===== src/hdl/lskvm_pkg.sv =====
// Shared constants, codes and control/status types of the key-value map.
`default_nettype none

package lskvm_pkg;

    // Default sizing of the table
    localparam int CAPACITY_DEF    = 64;
    localparam int KEY_WIDTH_DEF   = 32;
    localparam int VALUE_WIDTH_DEF = 32;

    // Fixed port widths
    localparam int CMD_W        = 3;
    localparam int KEY_PORT_W   = 32;
    localparam int VALUE_PORT_W = 32;
    localparam int STATUS_W     = 2;
    localparam int COUNT_PORT_W = 7;

    // Command codes
    localparam logic [CMD_W-1:0] CMD_GET   = 3'd0;
    localparam logic [CMD_W-1:0] CMD_PUT   = 3'd1;
    localparam logic [CMD_W-1:0] CMD_ERASE = 3'd2;
    localparam logic [CMD_W-1:0] CMD_CLEAR = 3'd3;
    localparam logic [CMD_W-1:0] CMD_PEEK  = 3'd4;

    // Status codes
    localparam logic [STATUS_W-1:0] ST_OK        = 2'd0;
    localparam logic [STATUS_W-1:0] ST_NOT_FOUND = 2'd1;
    localparam logic [STATUS_W-1:0] ST_FULL      = 2'd2;

    // Commands from controller to datapath
    typedef struct packed {
        logic load;    // take a new item
        logic scan;    // walk the table looking for the key
        logic update;  // apply the command after the search
        logic shift;   // move later entries down after an erase
        logic reply;   // register the result
    } ctl_t;

    // Status from datapath to controller
    typedef struct packed {
        logic start_search;  // the item on the input ports needs a search
        logic is_erase;      // the held item is an erase
        logic hit;           // key matched this cycle
        logic miss;          // table walked without a match
        logic shift_done;    // last entry moved
    } sts_t;

endpackage

`default_nettype wire


===== src/hdl/lskvm_ram.sv =====
// Generic single-write, single-read RAM with registered read data.
`default_nettype none

module lskvm_ram #(
    parameter int WIDTH = 32,
    parameter int DEPTH = 64
) (
    input  wire logic                     clk,
    input  wire logic                     we,
    input  wire logic [$clog2(DEPTH)-1:0] waddr,
    input  wire logic [WIDTH-1:0]         wdata,
    input  wire logic [$clog2(DEPTH)-1:0] raddr,
    output logic      [WIDTH-1:0]         rdata
);

    logic [WIDTH-1:0] mem [DEPTH];

    always_ff @(posedge clk)
    begin
        if (we)
        begin
            mem[waddr] <= wdata;
        end
        rdata <= mem[raddr];
    end

endmodule

`default_nettype wire


===== src/hdl/lskvm_ctrl.sv =====
// Controller state machine of the key-value map.
`default_nettype none

module lskvm_ctrl (
    input  wire logic           clk,
    input  wire logic           rst_n,
    input  wire logic           start,
    input  wire lskvm_pkg::sts_t sts,
    output lskvm_pkg::ctl_t     ctl,
    output logic                busy
);

    typedef enum logic [4:0] {
        S_IDLE   = 5'b00001,
        S_SEARCH = 5'b00010,
        S_UPDATE = 5'b00100,
        S_SHIFT  = 5'b01000,
        S_REPLY  = 5'b10000
    } state_t;

    state_t state_reg;
    state_t state_next;

    always_ff @(posedge clk or negedge rst_n)
    begin
        if (!rst_n)
        begin
            state_reg <= S_IDLE;
        end
        else
        begin
            state_reg <= state_next;
        end
    end

    always_comb
    begin
        state_next = state_reg;
        ctl        = '0;
        case (state_reg)
            S_IDLE:
            begin
                if (start)
                begin
                    ctl.load   = 1'b1;
                    state_next = sts.start_search ? S_SEARCH : S_REPLY;
                end
            end
            S_SEARCH:
            begin
                ctl.scan = 1'b1;
                if (sts.hit)
                begin
                    state_next = sts.is_erase ? S_SHIFT : S_UPDATE;
                end
                else if (sts.miss)
                begin
                    state_next = S_UPDATE;
                end
            end
            S_UPDATE:
            begin
                ctl.update = 1'b1;
                state_next = S_REPLY;
            end
            S_SHIFT:
            begin
                ctl.shift = 1'b1;
                if (sts.shift_done)
                begin
                    state_next = S_REPLY;
                end
            end
            S_REPLY:
            begin
                ctl.reply  = 1'b1;
                state_next = S_IDLE;
            end
            default:
            begin
                state_next = S_IDLE;
            end
        endcase
    end

    assign busy = (state_reg != S_IDLE);

endmodule

`default_nettype wire


===== src/hdl/lskvm_dp.sv =====
// Datapath of the key-value map: item registers, scan counter, tables, result.
`default_nettype none

module lskvm_dp #(
    parameter int CAPACITY    = lskvm_pkg::CAPACITY_DEF,
    parameter int KEY_WIDTH   = lskvm_pkg::KEY_WIDTH_DEF,
    parameter int VALUE_WIDTH = lskvm_pkg::VALUE_WIDTH_DEF
) (
    input  wire logic                               clk,
    input  wire logic                               rst_n,
    input  wire lskvm_pkg::ctl_t                    ctl,
    output lskvm_pkg::sts_t                         sts,
    input  wire logic [lskvm_pkg::CMD_W-1:0]        command,
    input  wire logic [lskvm_pkg::KEY_PORT_W-1:0]   key,
    input  wire logic [lskvm_pkg::VALUE_PORT_W-1:0] value_in,
    output logic                                    done,
    output logic [lskvm_pkg::VALUE_PORT_W-1:0]      value_out,
    output logic                                    found,
    output logic [lskvm_pkg::STATUS_W-1:0]          status,
    output logic [lskvm_pkg::COUNT_PORT_W-1:0]      entry_count
);

    localparam int AW = $clog2(CAPACITY);
    localparam int CW = $clog2(CAPACITY + 1);
    localparam int KPW = lskvm_pkg::KEY_PORT_W;
    localparam int VPW = lskvm_pkg::VALUE_PORT_W;
    localparam int NPW = lskvm_pkg::COUNT_PORT_W;

    // Held item
    logic [lskvm_pkg::CMD_W-1:0] cmd_reg;
    logic [KEY_WIDTH-1:0]        key_reg;
    logic [VALUE_WIDTH-1:0]      vin_reg;

    // Table state and scan
    logic [CW-1:0]               count_reg;
    logic [CW-1:0]               scan_idx_reg;
    logic                        rd_valid_reg;
    logic                        hit_reg;
    logic [AW-1:0]               pos_reg;
    logic [VALUE_WIDTH-1:0]      res_val_reg;
    logic [lskvm_pkg::STATUS_W-1:0] res_status_reg;

    // Result registers
    logic                        done_reg;
    logic [VPW-1:0]              value_out_reg;
    logic                        found_reg;
    logic [lskvm_pkg::STATUS_W-1:0] status_reg;
    logic [NPW-1:0]              entry_count_reg;

    // Width adaptation
    logic [KEY_WIDTH+KPW-1:0]    key_ext;
    logic [VALUE_WIDTH+VPW-1:0]  vin_ext;
    logic [VALUE_WIDTH+VPW-1:0]  res_ext;
    logic [CW+NPW-1:0]           count_ext;
    logic [KEY_WIDTH-1:0]        key_in;
    logic [VALUE_WIDTH-1:0]      vin_in;

    // Memory ports
    logic                        key_we;
    logic                        val_we;
    logic [AW-1:0]               waddr;
    logic [KEY_WIDTH-1:0]        key_wdata;
    logic [VALUE_WIDTH-1:0]      val_wdata;
    logic [AW-1:0]               raddr;
    logic [KEY_WIDTH-1:0]        key_rdata;
    logic [VALUE_WIDTH-1:0]      val_rdata;

    // Scan helpers
    logic [CW-1:0]               prev_idx;
    logic [CW-1:0]               shift_dst;
    logic                        hit_now;
    logic                        more;
    logic                        full;
    logic                        is_insert;

    assign key_ext   = {{KEY_WIDTH{1'b0}}, key};
    assign vin_ext   = {{VALUE_WIDTH{1'b0}}, value_in};
    assign key_in    = key_ext[KEY_WIDTH-1:0];
    assign vin_in    = vin_ext[VALUE_WIDTH-1:0];
    assign res_ext   = {{VPW{1'b0}}, res_val_reg};
    assign count_ext = {{NPW{1'b0}}, count_reg};

    assign prev_idx  = scan_idx_reg - CW'(1);
    assign shift_dst = scan_idx_reg - CW'(2);
    assign hit_now   = rd_valid_reg && (key_rdata == key_reg);
    assign more      = (scan_idx_reg < count_reg);
    assign full      = (count_reg == CW'(CAPACITY));
    assign is_insert = (cmd_reg == lskvm_pkg::CMD_GET) || (cmd_reg == lskvm_pkg::CMD_PUT);

    // Status toward the controller
    always_comb
    begin
        sts.start_search = (command == lskvm_pkg::CMD_GET) ||
                           (command == lskvm_pkg::CMD_PUT) ||
                           (command == lskvm_pkg::CMD_ERASE) ||
                           (command == lskvm_pkg::CMD_PEEK);
        sts.is_erase     = (cmd_reg == lskvm_pkg::CMD_ERASE);
        sts.hit          = hit_now;
        sts.miss         = !hit_now && !more;
        sts.shift_done   = !rd_valid_reg && !more;
    end

    // Read always follows the scan index; write for update, append or shift
    assign raddr = scan_idx_reg[AW-1:0];

    always_comb
    begin
        key_we    = 1'b0;
        val_we    = 1'b0;
        waddr     = pos_reg;
        key_wdata = key_reg;
        val_wdata = vin_reg;
        if (ctl.update)
        begin
            if (hit_reg)
            begin
                val_we = (cmd_reg == lskvm_pkg::CMD_PUT);
            end
            else if (is_insert && !full)
            begin
                key_we    = 1'b1;
                val_we    = 1'b1;
                waddr     = count_reg[AW-1:0];
                val_wdata = (cmd_reg == lskvm_pkg::CMD_PUT) ? vin_reg : '0;
            end
        end
        else if (ctl.shift && rd_valid_reg)
        begin
            key_we    = 1'b1;
            val_we    = 1'b1;
            waddr     = shift_dst[AW-1:0];
            key_wdata = key_rdata;
            val_wdata = val_rdata;
        end
    end

    lskvm_ram #(
        .WIDTH (KEY_WIDTH),
        .DEPTH (CAPACITY)
    ) u_key_ram (
        .clk   (clk),
        .we    (key_we),
        .waddr (waddr),
        .wdata (key_wdata),
        .raddr (raddr),
        .rdata (key_rdata)
    );

    lskvm_ram #(
        .WIDTH (VALUE_WIDTH),
        .DEPTH (CAPACITY)
    ) u_val_ram (
        .clk   (clk),
        .we    (val_we),
        .waddr (waddr),
        .wdata (val_wdata),
        .raddr (raddr),
        .rdata (val_rdata)
    );

    // Control state
    always_ff @(posedge clk or negedge rst_n)
    begin
        if (!rst_n)
        begin
            count_reg    <= '0;
            rd_valid_reg <= 1'b0;
            done_reg     <= 1'b0;
        end
        else
        begin
            done_reg <= ctl.reply;
            if (ctl.load)
            begin
                rd_valid_reg <= 1'b0;
                if (command == lskvm_pkg::CMD_CLEAR)
                begin
                    count_reg <= '0;
                end
            end
            else if (ctl.scan)
            begin
                rd_valid_reg <= !hit_now && more;
            end
            else if (ctl.shift)
            begin
                rd_valid_reg <= more;
                if (!rd_valid_reg && !more)
                begin
                    count_reg <= count_reg - CW'(1);
                end
            end
            else if (ctl.update)
            begin
                if (!hit_reg && is_insert && !full)
                begin
                    count_reg <= count_reg + CW'(1);
                end
            end
        end
    end

    // Item and result payload
    always_ff @(posedge clk)
    begin
        if (ctl.load)
        begin
            cmd_reg        <= command;
            key_reg        <= key_in;
            vin_reg        <= vin_in;
            scan_idx_reg   <= '0;
            hit_reg        <= 1'b0;
            res_val_reg    <= '0;
            res_status_reg <= lskvm_pkg::ST_OK;
        end
        else if (ctl.scan)
        begin
            if (hit_now)
            begin
                hit_reg     <= 1'b1;
                pos_reg     <= prev_idx[AW-1:0];
                res_val_reg <= val_rdata;
            end
            else if (more)
            begin
                scan_idx_reg <= scan_idx_reg + CW'(1);
            end
        end
        else if (ctl.shift)
        begin
            if (more)
            begin
                scan_idx_reg <= scan_idx_reg + CW'(1);
            end
        end
        else if (ctl.update)
        begin
            if (hit_reg)
            begin
                if (cmd_reg == lskvm_pkg::CMD_PUT)
                begin
                    res_val_reg <= vin_reg;
                end
            end
            else if (is_insert)
            begin
                if (full)
                begin
                    res_status_reg <= lskvm_pkg::ST_FULL;
                end
                else if (cmd_reg == lskvm_pkg::CMD_PUT)
                begin
                    res_val_reg <= vin_reg;
                end
            end
            else if (cmd_reg == lskvm_pkg::CMD_ERASE)
            begin
                res_status_reg <= lskvm_pkg::ST_NOT_FOUND;
            end
        end

        if (ctl.reply)
        begin
            value_out_reg   <= res_ext[VPW-1:0];
            found_reg       <= hit_reg;
            status_reg      <= res_status_reg;
            entry_count_reg <= count_ext[NPW-1:0];
        end
    end

    assign done        = done_reg;
    assign value_out   = value_out_reg;
    assign found       = found_reg;
    assign status      = status_reg;
    assign entry_count = entry_count_reg;

endmodule

`default_nettype wire


===== src/hdl/linear_search_key_value_map_top.sv =====
// Top level of the linear-search key-value map: controller plus datapath.
//
// Usage:
//   Input channel: drive command, key and value_in and raise start; the item
//   is taken at the rising edge where start is high and busy is low. busy
//   stays high while the item is being worked on.
//   Result channel: done is high for exactly one cycle, with value_out,
//   found, status and entry_count valid in that same cycle. The receiver
//   cannot stall; take the result in that cycle or lose it. busy is already
//   low in the done cycle, so the next item may be started there.
// Sequence:
//   clear and unused codes: from the accepting edge straight to the reply step.
//   get, put, peek, erase miss: a scan reading one table entry per cycle,
//   then an update step and a reply step.
//   erase hit: a scan up to the key, then the shift state, which moves the
//   later entries down one slot each, and a reply step.
//   One item is in flight at a time; the single read port of each table
//   sets the rate at about one entry per cycle.
// Reset: rst_n clears the entry count and the controller; the table RAMs are
// not cleared, since only entries below the count are ever used.
`default_nettype none

module linear_search_key_value_map_top #(
    parameter int CAPACITY    = lskvm_pkg::CAPACITY_DEF,
    parameter int KEY_WIDTH   = lskvm_pkg::KEY_WIDTH_DEF,
    parameter int VALUE_WIDTH = lskvm_pkg::VALUE_WIDTH_DEF
) (
    input  wire logic                               clk,
    input  wire logic                               rst_n,
    input  wire logic                               start,
    output logic                                    busy,
    input  wire logic [lskvm_pkg::CMD_W-1:0]        command,
    input  wire logic [lskvm_pkg::KEY_PORT_W-1:0]   key,
    input  wire logic [lskvm_pkg::VALUE_PORT_W-1:0] value_in,
    output logic                                    done,
    output logic [lskvm_pkg::VALUE_PORT_W-1:0]      value_out,
    output logic                                    found,
    output logic [lskvm_pkg::STATUS_W-1:0]          status,
    output logic [lskvm_pkg::COUNT_PORT_W-1:0]      entry_count
);

    lskvm_pkg::ctl_t ctl;
    lskvm_pkg::sts_t sts;

    // Sequence the search, update, shift and reply steps
    lskvm_ctrl u_ctrl (
        .clk   (clk),
        .rst_n (rst_n),
        .start (start),
        .sts   (sts),
        .ctl   (ctl),
        .busy  (busy)
    );

    // Hold the item, walk the tables and build the result
    lskvm_dp #(
        .CAPACITY    (CAPACITY),
        .KEY_WIDTH   (KEY_WIDTH),
        .VALUE_WIDTH (VALUE_WIDTH)
    ) u_dp (
        .clk         (clk),
        .rst_n       (rst_n),
        .ctl         (ctl),
        .sts         (sts),
        .command     (command),
        .key         (key),
        .value_in    (value_in),
        .done        (done),
        .value_out   (value_out),
        .found       (found),
        .status      (status),
        .entry_count (entry_count)
    );

endmodule

`default_nettype wire


===== config.mk =====
export PLATFORM = sky130hd
export DESIGN_NAME = linear_search_key_value_map_top
export DESIGN_NICKNAME = d
export VERILOG_FILES = /design/src/hdl/lskvm_pkg.sv /design/src/hdl/lskvm_ram.sv /design/src/hdl/lskvm_ctrl.sv /design/src/hdl/lskvm_dp.sv /design/src/hdl/linear_search_key_value_map_top.sv
export SDC_FILE = /design/constraint.sdc
export NUM_CORES = 2
export LEC_CHECK = 0
export BUFFER_PORTS_ARGS = -buffer_cell sky130_fd_sc_hd__buf_2
export CORE_MARGIN = 5
export CORE_UTILIZATION = 58
export DETAILED_ROUTE_END_ITERATION = 8
export PLACE_DENSITY = 0.72
export SLEW_MARGIN = 40
export SYNTH_ARGS = -nofsm -noshare
export SYNTH_HDL_FRONTEND = slang
export SYNTH_HIERARCHICAL = 1
export SYNTH_SLANG_ARGS = --single-unit

===== constraint.sdc =====
create_clock -name clk -period 7.45 [get_ports clk]
set_clock_uncertainty 0.2 [all_clocks]
set_input_delay 0.3725 -clock clk [delete_from_list [all_inputs] [get_ports clk]]
set_output_delay 0.3725 -clock clk [all_outputs]
set_load 0.01 [all_outputs]

==> key figures <==
GRT
  – Total gr overflow: 0
  – Initial antenna violation count: 12
  – Global Route Usage Sum: 28.7%
  – Largest net degree at the start of global routing: 128
  – Vias in the first global route: 82,500
  – First-pass GRT wire length: 606,000 um

Yosys
  – Syn avg cell area: 22.3 sq um
  – Syn nets: 7,499
  – Post-synth top area share: 76.5%
  – Ys async rst share: 0.323%
  – Main synth FF type: edfxtp_1
  – Synth Instances: 7,412
  – Synthesized flop and latch total: 4,331
  – Synth cell types: 74
  – Sequential share of the synthesized area: 78.0%
  – Post-synth EDFFs: 4,211
  – Total number of yosys warnings: 6
  – Post-synth top area cell: edfxtp_1
  – Synth area leaders: edfxtp_1 77%, mux4_2 15%, mux2i_1 1.4%, dfxtp_1 1.3%, nor2_1 0.70%
  – Synth Cell Area: 165,000 sq um

Worst setup path
  – Startpoint Class: flop
  – Arrival time worst endpoint: 5950 ps
  – R2r endpoint: u_dp/u_val_ram/mem[14][31]
  – Worst setup path category: flop to flop
  – R2R depth: 10
  – Worst EP required: 7860 ps
  – Reg-to-Reg Start: u_ctrl/state_reg[3]
  – Origin of the worst setup path: u_ctrl/state_reg[3]
  – CP Max Fanout: 18
  – R2R Setup Slk: 1910 ps
  – Element type at the critical path end: flop

Route
  – Avg Vias per Cell: 6.78
  – Post-detailed-route wirelength per cell: 34.9 um
  – Final WL: 423,000 um
  – Initial drt markers: 11,600
  – First-pass iteration count of the detailed router: 6
  – DRC errors left: 0
  – Vias post-DR: 82,200
  – Routed Antenna Nets: 0

Timing
  – Unrepaired setup endpoints after global routing: false
  – # setup viols final: 0
  – Peak Freq: 181 MHz
  – Final period util: 74.3%
  – Slew HR: 37.2%
  – Minimum hold slack: 57.6 ps
  – Tmin final: 5540 ps
  – Setup TNS: 0 ps
  – Hold Vio Cnt, Final: 0
  – Max Slew Vio Count: 0
  – Worst-Margin Slew: 934 ps

Min path
  – Hold Path Stages: 2
  – Hold Path Class: primary input to flop
  – Min-delay src: command[2]
  – Worst Hold Endpoint: u_dp/cmd_reg[2]

Placed design
  – Post-DP Area: 174,000 sq um
  – Port-buffer cells: 113
  – DP Wirelength: 250,000 um
  – Final GP Congestion: 0.888

Clocking
  – CTS resizes: 0
  – CTS tree: yes
  – CTS sink cnt: 4,331
  – Num CTS Buffers: 417
  – Worst skew pair latency: 960 ps
  – CTS max path bufs: 4
  – Clk slew on worst S/H paths: 60 ps
  – Root buf cell: clkbuf_16
  – H-tree lvl count: 5

Cells and area
  – Layout cells sized above 1: 28.5%
  – Top Registers: u_dp/u_key_ram/mem: 2048 flops, u_dp/u_val_ram/mem: 2048 flops
  – Area Overhead vs Synth: 14.4%
  – Post-Layout Inst Area: 189,000 sq um
  – Final Net Count: 8,100

Power and ir drop
  – Max VDD drop: 0.376 mV
  – PwrDens: 300 nW/um^2
  – Final Power: 56,700 uW
  – Static Leak: 0.0575 uW

Floorplan
  – Die Height: 544 um
  – Std-Cell Rows: 196
  – Core box area: 284,000 sq um
  – Die width: 544 um
  – I/O pin cnt: 114
  – Initial Utilization: 58.1%
  – Die Area: 296,000 sq um

Run status
  – Status: finished, final reports clean

Job
  – Max cap viols: 0
[how the worst max path moves through the flow]
stage                                 endpoint  slack (ps)  cells after the start
global route          u_dp/u_val_ram/mem[6][9]        1730                     10
CTS                 u_dp/u_val_ram/mem[14][11]        1980                     10
global placement     u_dp/u_val_ram/mem[6][19]        1770                     10
floorplan            u_dp/u_val_ram/mem[49][0]        1810                     10
finish              u_dp/u_val_ram/mem[14][31]        1910                     10
detailed placement   u_dp/u_val_ram/mem[6][19]        2020                     10
[layout by cell type (no fill, tap or decap), types with 18 or more instances in the layout]
cell type and instances:
edfxtp_1 4211, mux4_2 1088, clkbuf_16 421, mux2i_1 223, buf_4 214, nand2_1 190, nor2_1 181, o22ai_1 164
a21oi_1 139, dlygate4sd3_1 135, nor2_4 127, clkbuf_1 122, buf_2 114, dfxtp_1 100, clkinv_1 77, clkinv_2 61
o221ai_1 54, buf_8 50, buf_16 48, o21ai_0 42, nand2_2 36, a21oi_4 33, xor2_1 32, o311a_1 32
bufinv_16 30, nor2b_1 27, a22oi_1 24, clkbuf_8 23, buf_12 22, inv_1 18
[where the power goes]
part / total (uW) / internal [uW] / leakage, uW / switching (uW)
Combinational: 7730 / 3020 / 0.0121 / 4720
Clock: 20500 / 11600 / 0.00641 / 8830
Sequential: 28500 / 28200 / 0.0389 / 297
Total: 56700 / 42800 / 0.0575 / 13800
[cells in the mapped netlist, types with 4 or more instances]
cell type     n
a211oi_1      5
a21oi_1     173
a22oi_1      24
a311oi_1     16
a41o_1        8
and2_1        4
and3_1       10
buf_1        44
buf_2       118
buf_4        54
buf_6        11
clkbuf_1    186
dfrtp_1      13
dfxtp_1     106
edfxtp_1   4211
ha_1         16
inv_1        19
mux2_2        5
mux2i_1     223
mux4_2     1088
nand2_1     229
nand2b_1     17
nand3_1      20
nand3b_1     11
nand4_1       7
nor2_1      308
nor2b_1      31
nor3_1       17
nor4_1        7
o21ai_0      45
o221ai_1     54
o22ai_1     169
o311a_1      32
o31ai_1       5
o32ai_1       8
or2_2         5
or3_1         8
or3b_1        5
or3b_2        7
or4_1         5
xnor2_1      11
xor2_1       32
[per-stage QoR]
stage                     setup WS [ps]  instances  util (%)
after floorplan                    1810       7412         -
after global placement             1770      11100      60.5
after detailed placement           2020      11200      61.2
after CTS                          1980      12100      66.3
after global routing               1730      12100      66.4
final                              1910      12100      66.4
[critical path: stages (launching register included)]
cell and delay (ps):
dfrtp_1 470, nor2_1 300, and3_2 490, or3b_1 390, a211o_1 350, nand2_1 380
o21bai_1 390, nor2b_1 450, nand3_2 550, nor2_4 790, buf_4 390
[cells by family after synthesis]
family / synth area share [%]
compound gates: 2.23
xor+xnor: 0.228
fa+ha+maj: 0.133
buf+inv: 1.24
flops: 78.0
mux: 16.2
simple gates: 1.92
[metal layers]
layer / part of all wire [%] / global-route usage [%]
met5: 0.012 / 0
met4: 5.5 / 13.2
met3: 10 / 4.44
met2: 49 / 45.8
met1: 36 / 39.9
[layout make-up]
cell class,count,area [sq um]
sequential,4331,129000
fill,17300,95500
multi-input combinational,2649,35900
clock buffer,565,11300
timing repair buffer,595,6190
tap,3762,4710
clock inverter,197,1880
inverter,19,71.3
antenna,7,17.5
[repair_timing]
action / CTS / global route
hold buffers: 135 / 1
buffers inserted: 0 / 0
hold endpoints to repair: 115 / 13
(Power assumes the default switching activity.)
